$ cat config.mk
export PLATFORM = sky130hd
export DESIGN_NAME = variable_step_lowpass_filter_unit
export DESIGN_NICKNAME = d
export VERILOG_FILES = /design/src/rtl/vspl_pkg.sv /design/src/rtl/vspl_div.sv /design/src/rtl/vspl_mul.sv /design/src/rtl/variable_step_lowpass_filter_unit.sv
export SDC_FILE = /design/constraint.sdc
export NUM_CORES = 1
export LEC_CHECK = 0
export BUFFER_PORTS_ARGS = -buffer_cell sky130_fd_sc_hd__buf_2
export CAP_MARGIN = 25
export CORE_MARGIN = 2
export CORE_UTILIZATION = 45
export CTS_BUF_LIST = sky130_fd_sc_hd__clkbuf_4 sky130_fd_sc_hd__clkbuf_8 sky130_fd_sc_hd__clkbuf_16
export DETAILED_ROUTE_END_ITERATION = 8
export PLACE_DENSITY_LB_ADDON = 0.12
export SKIP_CTS_REPAIR_TIMING = 1
export SKIP_LAST_GASP = 1
export SYNTH_ARGS = -nofsm -noshare
export SYNTH_HDL_FRONTEND = slang
export SYNTH_SLANG_ARGS = --single-unit
$ cat constraint.sdc
create_clock -name i_clk -period 13.1 [get_ports i_clk]
set_input_delay 1.965 -clock i_clk [delete_from_list [all_inputs] [get_ports i_clk]]
set_output_delay 1.965 -clock i_clk [all_outputs]
set_load 0.1 [all_outputs]
$ cat src/rtl/vspl_pkg.sv
// ----------------------------------------------------------------------------
// Variable-step low-pass filter package
// Shared widths, constants and status structures of the filter datapath.
// ----------------------------------------------------------------------------
package vspl_pkg;

    localparam int SAMPLE_WIDTH    = 32;
    localparam int ALPHA_FRAC_BITS = 16;
    localparam int ALPHA_WIDTH     = ALPHA_FRAC_BITS + 1;

    localparam int TC_WIDTH   = 20;
    localparam int MS_WIDTH   = 16;
    localparam int RESTART_MS = 300;
    localparam int US_PER_MS  = 1000;
    localparam int MSR_WIDTH  = $clog2(RESTART_MS + 1);
    localparam int TS_WIDTH   = $clog2(RESTART_MS * US_PER_MS + 1);
    localparam int DEN_WIDTH  = ((TC_WIDTH > TS_WIDTH) ? TC_WIDTH : TS_WIDTH) + 1;
    localparam int REM_WIDTH  = DEN_WIDTH + 1;

    localparam int ITERATIONS = ALPHA_WIDTH;
    localparam int CNT_WIDTH  = $clog2(ITERATIONS);

    localparam int DIFF_WIDTH = SAMPLE_WIDTH + 1;
    localparam int ACC_WIDTH  = SAMPLE_WIDTH + 2;
    localparam int PROD_WIDTH = SAMPLE_WIDTH + 3;

    localparam logic [TC_WIDTH-1:0]    TC_RESET  = TC_WIDTH'(50000);
    localparam logic [ALPHA_WIDTH-1:0] ALPHA_ONE = {1'b1, {ALPHA_FRAC_BITS{1'b0}}};
    localparam logic [ALPHA_WIDTH:0]   ROUND_HALF =
        {2'b00, 1'b1, {(ALPHA_FRAC_BITS - 1){1'b0}}};

    // APB register map: one 32-bit register per word.
    localparam int PADDR_WIDTH = 3;
    localparam int PDATA_WIDTH = 32;
    localparam int REG_IDX_WIDTH = PADDR_WIDTH - 2;
    localparam logic [REG_IDX_WIDTH-1:0] REG_TIME_CONSTANT = '0;

    typedef struct packed {
        logic                   done;
        logic [ALPHA_WIDTH-1:0] quot;
    } t_div_status;

    typedef struct packed {
        logic                         done;
        logic signed [PROD_WIDTH-1:0] prod;
    } t_mul_status;

endpackage

$ cat src/rtl/vspl_div.sv
// ----------------------------------------------------------------------------
// Serial smoothing-factor divider
// Restoring divide of Tf * 2^F by Tf + Ts, one quotient bit per cycle.
// ----------------------------------------------------------------------------
module vspl_div
    import vspl_pkg::*;
(
    input  logic                i_clk,
    input  logic                i_rst_n,
    input  logic                i_start,
    input  logic [TC_WIDTH-1:0] i_tc,
    input  logic [TS_WIDTH-1:0] i_ts,
    output t_div_status         o_status
);

    logic                   r_busy;
    logic                   r_done;
    logic [CNT_WIDTH-1:0]   r_cnt;
    logic [REM_WIDTH-1:0]   r_rem;
    logic [DEN_WIDTH-1:0]   r_den;
    logic [ALPHA_WIDTH-1:0] r_quot;

    logic [REM_WIDTH:0]     w_trial;
    logic                   w_ge;
    logic [REM_WIDTH-1:0]   w_keep;

    // Tf never exceeds the divisor Tf + Ts, so Tf itself is a valid start.
    assign w_trial = {1'b0, r_rem} - {2'b00, r_den};
    assign w_ge    = ~w_trial[REM_WIDTH];
    assign w_keep  = w_ge ? w_trial[REM_WIDTH-1:0] : r_rem;

    always_ff @(posedge i_clk) begin
        if (!i_rst_n) begin
            r_busy <= 1'b0;
            r_done <= 1'b0;
            r_cnt  <= '0;
        end else begin
            r_done <= 1'b0;
            if (i_start) begin
                r_busy <= 1'b1;
                r_cnt  <= CNT_WIDTH'(ITERATIONS - 1);
            end else if (r_busy) begin
                if (r_cnt == '0) begin
                    r_busy <= 1'b0;
                    r_done <= 1'b1;
                end else begin
                    r_cnt <= r_cnt - 1'b1;
                end
            end
        end
    end

    always_ff @(posedge i_clk) begin
        if (i_start) begin
            r_rem  <= REM_WIDTH'(i_tc);
            r_den  <= DEN_WIDTH'(i_tc) + DEN_WIDTH'(i_ts);
            r_quot <= '0;
        end else if (r_busy) begin
            r_rem  <= {w_keep[REM_WIDTH-2:0], 1'b0};
            r_quot <= {r_quot[ALPHA_WIDTH-2:0], w_ge};
        end
    end

    assign o_status.done = r_done;
    assign o_status.quot = r_quot;

endmodule

$ cat src/rtl/vspl_mul.sv
// ----------------------------------------------------------------------------
// Serial blend multiplier
// Multiplies the sample difference by 1 - alpha, one multiplier bit per cycle,
// and rounds the product to nearest at the alpha fraction point.
// ----------------------------------------------------------------------------
module vspl_mul
    import vspl_pkg::*;
(
    input  logic                         i_clk,
    input  logic                         i_rst_n,
    input  logic                         i_start,
    input  logic signed [DIFF_WIDTH-1:0] i_diff,
    input  logic [ALPHA_WIDTH-1:0]       i_mult,
    output t_mul_status                  o_status
);

    logic                         r_busy;
    logic                         r_done;
    logic [CNT_WIDTH-1:0]         r_cnt;
    logic signed [DIFF_WIDTH-1:0] r_diff;
    logic [ALPHA_WIDTH-1:0]       r_mult;
    logic signed [ACC_WIDTH-1:0]  r_acc;
    logic [ALPHA_WIDTH-1:0]       r_low;

    logic signed [ACC_WIDTH-1:0]  w_addend;
    logic signed [ACC_WIDTH-1:0]  w_sum;
    logic [ALPHA_WIDTH:0]         w_round;
    logic [1:0]                   w_carry;

    // LSB-first shift-and-add; the accumulator magnitude never exceeds the difference.
    assign w_addend = r_mult[0] ? {r_diff[DIFF_WIDTH-1], r_diff} : '0;
    assign w_sum    = r_acc + w_addend;

    // Full product is acc * 2^(F+1) + low; add one half and drop F bits.
    assign w_round = {1'b0, r_low} + ROUND_HALF;
    assign w_carry = w_round[ALPHA_WIDTH:ALPHA_FRAC_BITS];

    always_ff @(posedge i_clk) begin
        if (!i_rst_n) begin
            r_busy <= 1'b0;
            r_done <= 1'b0;
            r_cnt  <= '0;
        end else begin
            r_done <= 1'b0;
            if (i_start) begin
                r_busy <= 1'b1;
                r_cnt  <= CNT_WIDTH'(ITERATIONS - 1);
            end else if (r_busy) begin
                if (r_cnt == '0) begin
                    r_busy <= 1'b0;
                    r_done <= 1'b1;
                end else begin
                    r_cnt <= r_cnt - 1'b1;
                end
            end
        end
    end

    always_ff @(posedge i_clk) begin
        if (i_start) begin
            r_diff <= i_diff;
            r_mult <= i_mult;
            r_acc  <= '0;
            r_low  <= '0;
        end else if (r_busy) begin
            r_mult <= {1'b0, r_mult[ALPHA_WIDTH-1:1]};
            r_acc  <= {w_sum[ACC_WIDTH-1], w_sum[ACC_WIDTH-1:1]};
            r_low  <= {w_sum[0], r_low[ALPHA_WIDTH-1:1]};
        end
    end

    assign o_status.done = r_done;
    assign o_status.prod = {r_acc, 1'b0} + {{(PROD_WIDTH - 2){1'b0}}, w_carry};

endmodule

$ cat src/rtl/variable_step_lowpass_filter_unit.sv
// ----------------------------------------------------------------------------
// Variable-step low-pass filter unit
// First-order low-pass filter whose smoothing factor follows the elapsed time.
// ----------------------------------------------------------------------------
// Normal path: input transaction, serial divide, serial multiply, then the
// result is released from S_PUT to the output register; a restart sample
// goes from S_IDLE straight to S_PUT.
// A new sample is accepted only in S_IDLE, after the last one is released:
// the serial units run one after the other, and the next sample is taken in S_IDLE.
// Reset: synchronous, active low; time constant 50000 us, stored output zero.
module variable_step_lowpass_filter_unit
    import vspl_pkg::*;
(
    input  logic                           i_clk,
    input  logic                           i_rst_n,

    // Input channel
    input  logic                           i_in_valid,
    output logic                           o_in_ready,
    input  logic signed [SAMPLE_WIDTH-1:0] i_sample,
    input  logic [MS_WIDTH-1:0]            i_elapsed_ms,

    // Result channel
    output logic                           o_out_valid,
    input  logic                           i_out_ready,
    output logic signed [SAMPLE_WIDTH-1:0] o_filtered,

    // APB configuration port
    input  logic                           psel,
    input  logic                           penable,
    input  logic                           pwrite,
    input  logic [PADDR_WIDTH-1:0]         paddr,
    input  logic [PDATA_WIDTH-1:0]         pwdata,
    output logic [PDATA_WIDTH-1:0]         prdata,
    output logic                           pready
);

    typedef enum logic [1:0] {
        S_IDLE,
        S_DIV,
        S_MUL,
        S_PUT
    } t_state;

    t_state                         r_state;
    logic [TC_WIDTH-1:0]            r_tc;
    logic signed [SAMPLE_WIDTH-1:0] r_prev;
    logic signed [SAMPLE_WIDTH-1:0] r_sample;
    logic signed [SAMPLE_WIDTH-1:0] r_y;
    logic                           r_out_valid;
    logic signed [SAMPLE_WIDTH-1:0] r_filtered;

    logic                           w_in_take;
    logic                           w_restart;
    logic [TS_WIDTH-1:0]            w_ts;
    logic                           w_div_start;
    logic                           w_mul_start;
    t_div_status                    w_div;
    t_mul_status                    w_mul;
    logic [ALPHA_WIDTH-1:0]         w_alpha;
    logic [ALPHA_WIDTH-1:0]         w_mult;
    logic signed [DIFF_WIDTH-1:0]   w_diff;
    logic signed [PROD_WIDTH-1:0]   w_blend;
    logic                           w_out_free;
    logic                           w_release;
    logic                           w_cfg_write;

    // ------------------------------------------------------------------
    // Configuration. The register index is the word address; any write
    // outside the map is dropped, and reads outside the map return zero.
    // ------------------------------------------------------------------
    assign pready      = 1'b1;
    assign w_cfg_write = psel & penable & pwrite;

    always_ff @(posedge i_clk) begin
        if (!i_rst_n) begin
            r_tc <= TC_RESET;
        end else if (w_cfg_write &&
                     (paddr[PADDR_WIDTH-1:2] == REG_TIME_CONSTANT)) begin
            r_tc <= pwdata[TC_WIDTH-1:0];
        end
    end

    always_comb begin
        prdata = '0;
        if (paddr[PADDR_WIDTH-1:2] == REG_TIME_CONSTANT) begin
            prdata = PDATA_WIDTH'(r_tc);
        end
    end

    // ------------------------------------------------------------------
    // Input side. A gap above the restart threshold bypasses the datapath
    // entirely. Otherwise the step Ts in microseconds is formed from the
    // low bits of the elapsed time, which are all that matter at or below
    // the threshold, and the divider starts at once.
    // ------------------------------------------------------------------
    assign o_in_ready  = (r_state == S_IDLE);
    assign w_in_take   = i_in_valid & o_in_ready;
    assign w_restart   = (i_elapsed_ms > MS_WIDTH'(RESTART_MS));
    assign w_ts        = TS_WIDTH'(i_elapsed_ms[MSR_WIDTH-1:0] * US_PER_MS);
    assign w_div_start = w_in_take & ~w_restart;

    vspl_div u_div (
        .i_clk    (i_clk),
        .i_rst_n  (i_rst_n),
        .i_start  (w_div_start),
        .i_tc     (r_tc),
        .i_ts     (w_ts),
        .o_status (w_div)
    );

    // ------------------------------------------------------------------
    // Alpha is Tf * 2^F / (Tf + Ts). It can only exceed one when the
    // divisor is zero (Tf and Ts both zero), where the all-ones quotient
    // clamps to one and the filter simply holds its previous value.
    // The multiplier then works on 1 - alpha and the difference between
    // the new sample and the stored output.
    // ------------------------------------------------------------------
    assign w_alpha     = (w_div.quot > ALPHA_ONE) ? ALPHA_ONE : w_div.quot;
    assign w_mult      = ALPHA_ONE - w_alpha;
    assign w_diff      = {r_sample[SAMPLE_WIDTH-1], r_sample} -
                         {r_prev[SAMPLE_WIDTH-1], r_prev};
    assign w_mul_start = (r_state == S_DIV) & w_div.done;

    vspl_mul u_mul (
        .i_clk    (i_clk),
        .i_rst_n  (i_rst_n),
        .i_start  (w_mul_start),
        .i_diff   (w_diff),
        .i_mult   (w_mult),
        .o_status (w_mul)
    );

    // The blended result always lies between the stored output and the
    // sample, so its low bits are the whole answer.
    assign w_blend = {{(PROD_WIDTH - SAMPLE_WIDTH){r_prev[SAMPLE_WIDTH-1]}}, r_prev} +
                     w_mul.prod;

    // ------------------------------------------------------------------
    // Control. The output register parts the two channels: a finished
    // result waits there while the next sample is accepted and processed,
    // and the sequencer only stalls in S_PUT if a second result arrives
    // before the first transaction has completed. A release in the same
    // cycle as the handshake of the previous result keeps valid high.
    // ------------------------------------------------------------------
    assign w_out_free = ~r_out_valid | i_out_ready;
    assign w_release  = (r_state == S_PUT) & w_out_free;

    always_ff @(posedge i_clk) begin
        if (!i_rst_n) begin
            r_state     <= S_IDLE;
            r_prev      <= '0;
            r_out_valid <= 1'b0;
        end else begin
            if (w_release) begin
                r_out_valid <= 1'b1;
            end else if (r_out_valid && i_out_ready) begin
                r_out_valid <= 1'b0;
            end
            unique case (r_state)
                S_IDLE: begin
                    if (w_in_take) begin
                        r_sample <= i_sample;
                        r_y      <= i_sample;
                        r_state  <= w_restart ? S_PUT : S_DIV;
                    end
                end
                S_DIV: begin
                    if (w_div.done) begin
                        r_state <= S_MUL;
                    end
                end
                S_MUL: begin
                    if (w_mul.done) begin
                        r_y     <= w_blend[SAMPLE_WIDTH-1:0];
                        r_state <= S_PUT;
                    end
                end
                S_PUT: begin
                    if (w_out_free) begin
                        r_prev     <= r_y;
                        r_filtered <= r_y;
                        r_state    <= S_IDLE;
                    end
                end
                default: begin
                    r_state <= S_IDLE;
                end
            endcase
        end
    end

    assign o_out_valid = r_out_valid;
    assign o_filtered  = r_filtered;

    // ------------------------------------------------------------------
    // Assertions
    // ------------------------------------------------------------------

    // A restart sample goes straight to the output stage.
    a_restart_bypass: assert property (@(posedge i_clk) disable iff (!i_rst_n)
        (w_in_take && w_restart) |=> (r_state == S_PUT))
        else $error("restart sample did not bypass the datapath");

    // The divider finishes only while the sequencer waits for it.
    a_div_done_state: assert property (@(posedge i_clk) disable iff (!i_rst_n)
        w_div.done |-> (r_state == S_DIV))
        else $error("divider finished outside the divide phase");

    // The multiplier finishes only while the sequencer waits for it.
    a_mul_done_state: assert property (@(posedge i_clk) disable iff (!i_rst_n)
        w_mul.done |-> (r_state == S_MUL))
        else $error("multiplier finished outside the multiply phase");

    // A released result appears on the output and becomes the stored value.
    a_result_release: assert property (@(posedge i_clk) disable iff (!i_rst_n)
        (r_state == S_PUT && w_out_free) |=>
            (r_out_valid && (r_filtered == $past(r_y)) && (r_prev == $past(r_y))))
        else $error("result was not released to the output and state");

endmodule
==> impl_metrics.toml <==
[timing]
fmax_ghz = 0.141
setup-tns-final_ns = 0
rsz0062_at_grt = "no"
timing.final.crit_period_ns = 7.10
hold_viol = 0
worst_pin_slew_ns = 0.964
timing.slew.headroom_pct = 35.4
post-route-period-util_pct = 54.2
drv_slew = 0
finalSetupViolations = 0
fin_skew_ns = 0.0214

[global_routing]
grtUsageMet2_pct = 32.3
grt_max_degree = 62
grt_use_met3_pct = 3.02
grt_busiest_layer = "met2"
antenna_found_initial = 1
grt_pass1_wl_um = 78500
gr-usage-all-layers_pct = 20.6
grt_pass1_vias = 15000
overflow = 0
use_met1_pct = 29.6

[critical_path]
startpoint_type = "input pin"
required_ns = 13.39
crit_path_end_kind = "flip-flop"
worstSetupPathType = "in2reg"
crit_slowest_cell = "fa_1"
arrival_ns = 7.39
crit_fanout = 7
cp_cell_sequence = "buf_2 -> fa_1 -> xor2_1 -> ha_1 -> inv_1 -> fa_1 -> fa_1 -> inv_1 -> ha_1 -> inv_1 -> o21ai_0 -> a21oi_1 -> o21ai_0 -> a21oi_1 -> o21bai_1 -> a21oi_1 -> xnor2_1 -> ha_1 -> a21o_1 -> or4_1 -> a31o_1 -> a21o_1 -> o21ba_1"
slowest_delay_ns = 0.60

[die]
die_w_um = 218
start_util_pct = 45.5
die_area_um2 = 47600
rows = 78
core-area_um2 = 45400
io_pins = 157
die_h_um = 218

[yosys]
ys_seq_area_share_pct = 39.1
synth_commonest_cells = "218 x ha_1, 211 x nand2_1, 187 x edfxtp_1"
synth_top_area_share_pct = 27.2
ys_ff_latch = 310
syn_area_um2 = 20600
synth_ff_type = "edfxtp_1"
yosys.area.top_type = "edfxtp_1"
syn-instance-count = 2148
yosysMostFrequentCell = "ha_1"
yosysWarnings = 0
syn_area_per_cell_um2 = 9.61
netlist_top_cells_area = "edfxtp_1 27%, ha_1 13%, dfxtp_1 12%, a21oi_1 4.0%, nand2_1 3.8%"
synth_cell_types = 83
synth_enable_flop_cells = 187
ys_async_sr_fraction_pct = 0

[placement]
io_buffers = 129
globalplace.congestion = 0.870
dpl.cell_count = 2828
dpl.hpwl_um = 36200

[clock_network]
clkLatencyLatePin_ns = 0.55
cts.sinks = 310
ctsHtreeMaxLevel = 2
cts_tree = "built"
path_clk_slew_ns = 0.06
clockRootBuffer = "clkbuf_16"
clock_path_buffers = 3
cts_buffers = 38

[power]
power_mw = 3.68
leakagePower_nw = 9.86
irDropWorstVdd_v = 0.000142
power_density_nw_per_um2 = 158

[job]
maxCapViolCount = 0

[route]
drt_first_pass_iters = 5
post_drt_wl_per_cell_um = 16.9
finalWirelength_um = 49000
antenna_left = 0
route.detailed.drc = 0
drt_iter0_markers = 1131
vias = 15700
viasPerCell = 5.41

[finish]
final_nets = 2609
num-fill-cells = 4232
final_cell_count_no_fill = 2900
drive_above_1_share_pct = 11.9
areaGrowthSynthToFinish_pct = 12.6

[min_path]
hp-class = "reg2reg"

[outcome]
status = "complete, no violations"
-- critical path, delay by kind of cell --
family,cells,cell delay (ns)
AOI/OAI and AO/OA,10,1.81
buffers and inverters,4,0.34
and+or+nand+nor,1,0.50
xor gates and xnor gates,2,0.35
adders and majority gates,6,2.41
-- through the flow --
step | area, um2 | hold slack, ns | setup slack (ns) | utilization (%)
finish | 23300 | 0.447 | 6.00 | 51.3
global route | 23300 | 0.450 | 5.68 | 51.3
CTS | 23200 | 0.449 | 6.03 | 51.1
detailed placement | 21900 | 0.434 | 5.47 | 48.3
global placement | 21900 | 0.434 | 5.54 | 48.2
floorplan | 20700 | 0.426 | 6.04 | -
-- power breakdown --
group,internal (mW),switching [mW],total [mW]
clock,0.671,0.406,1.08
sequential,1.19,0.0562,1.25
combinational,0.540,0.820,1.36
total,2.40,1.28,3.68
-- registers in the layout, indices dropped and copies added (netlist names), 17 cells and up --
| register | cells |
|---|---|
| r_y | 32 |
| r_tc | 20 |
| r_sample | 32 |
| o_filtered | 32 |
| u_div.r_rem | 22 |
| u_div.r_den | 21 |
| r_prev | 32 |
| u_mul.r_mult | 17 |
| u_mul.r_diff | 33 |
| u_div.r_quot | 17 |
| u_mul.r_acc | 33 |
-- final timing paths --
path | from | endpoint | slack, ns | cells past startpoint
hold / removal | r_y[24] | o_filtered[24] | 0.45 | 0
hold reg to reg | r_y[24] | o_filtered[24] | 0.45 | 0
setup / recovery | i_elapsed_ms[0] | u_div.r_den[20] | 6.00 | 23
setup reg to reg | u_mul.r_low[15] | r_y[31] | 8.63 | 14
-- routing by layer --
metal  share of wire [%]  vias to the layer above
met5                   0                        -
met4                 2.0                        0
met3                 5.5                       62
met2                  44                      384
met1                  48                     7373
li1                    -                     7884
-- cells by family after synthesis --
group           share of synthesized area [%]
mux                                      4.27
simple gates                             14.6
fa+ha+maj                                16.2
xor+xnor                                 5.00
compound gates                           16.1
buf+inv                                  4.62
flops                                    39.1
other cells                            0.0364
-- cells in the final DEF (no fill, tap or decap), types with 10 or more instances in the layout --
master     count
o21ai_1       11
a211oi_1      14
o21ai_0       68
dfxtp_1      122
edfxtp_1     187
mux2_2        28
a31oi_1       19
buf_2        129
o31ai_1       14
a21o_1        60
buf_4         13
o21a_1        27
clkbuf_16     39
clkbuf_4      11
xnor2_1       88
nand3_1       43
nor2b_1       40
nand2b_1      22
o21bai_1      17
and3_1        18
mux2i_1       55
nor3_1        38
fa_1          31
nor2_1       168
a21oi_1      165
xor2_1        30
conb_1        13
and2_1        39
nor4_1        10
inv_1        162
nand2_1      211
a21boi_0      19
ha_1         217
o211ai_1      11
-- cell type report --
cell class	instances	area, um2	share of cell area [%]
inverter	164	616	2.65
sequential	310	8080	34.7
clock inverter	15	181	0.780
tap	600	751	3.23
timing repair buffer	145	818	3.52
multi-input combinational	1611	11700	50.3
clock buffer	54	1110	4.79
antenna	1	2.50	0.0108
Note: power is estimated with default switching activity, not from simulation.
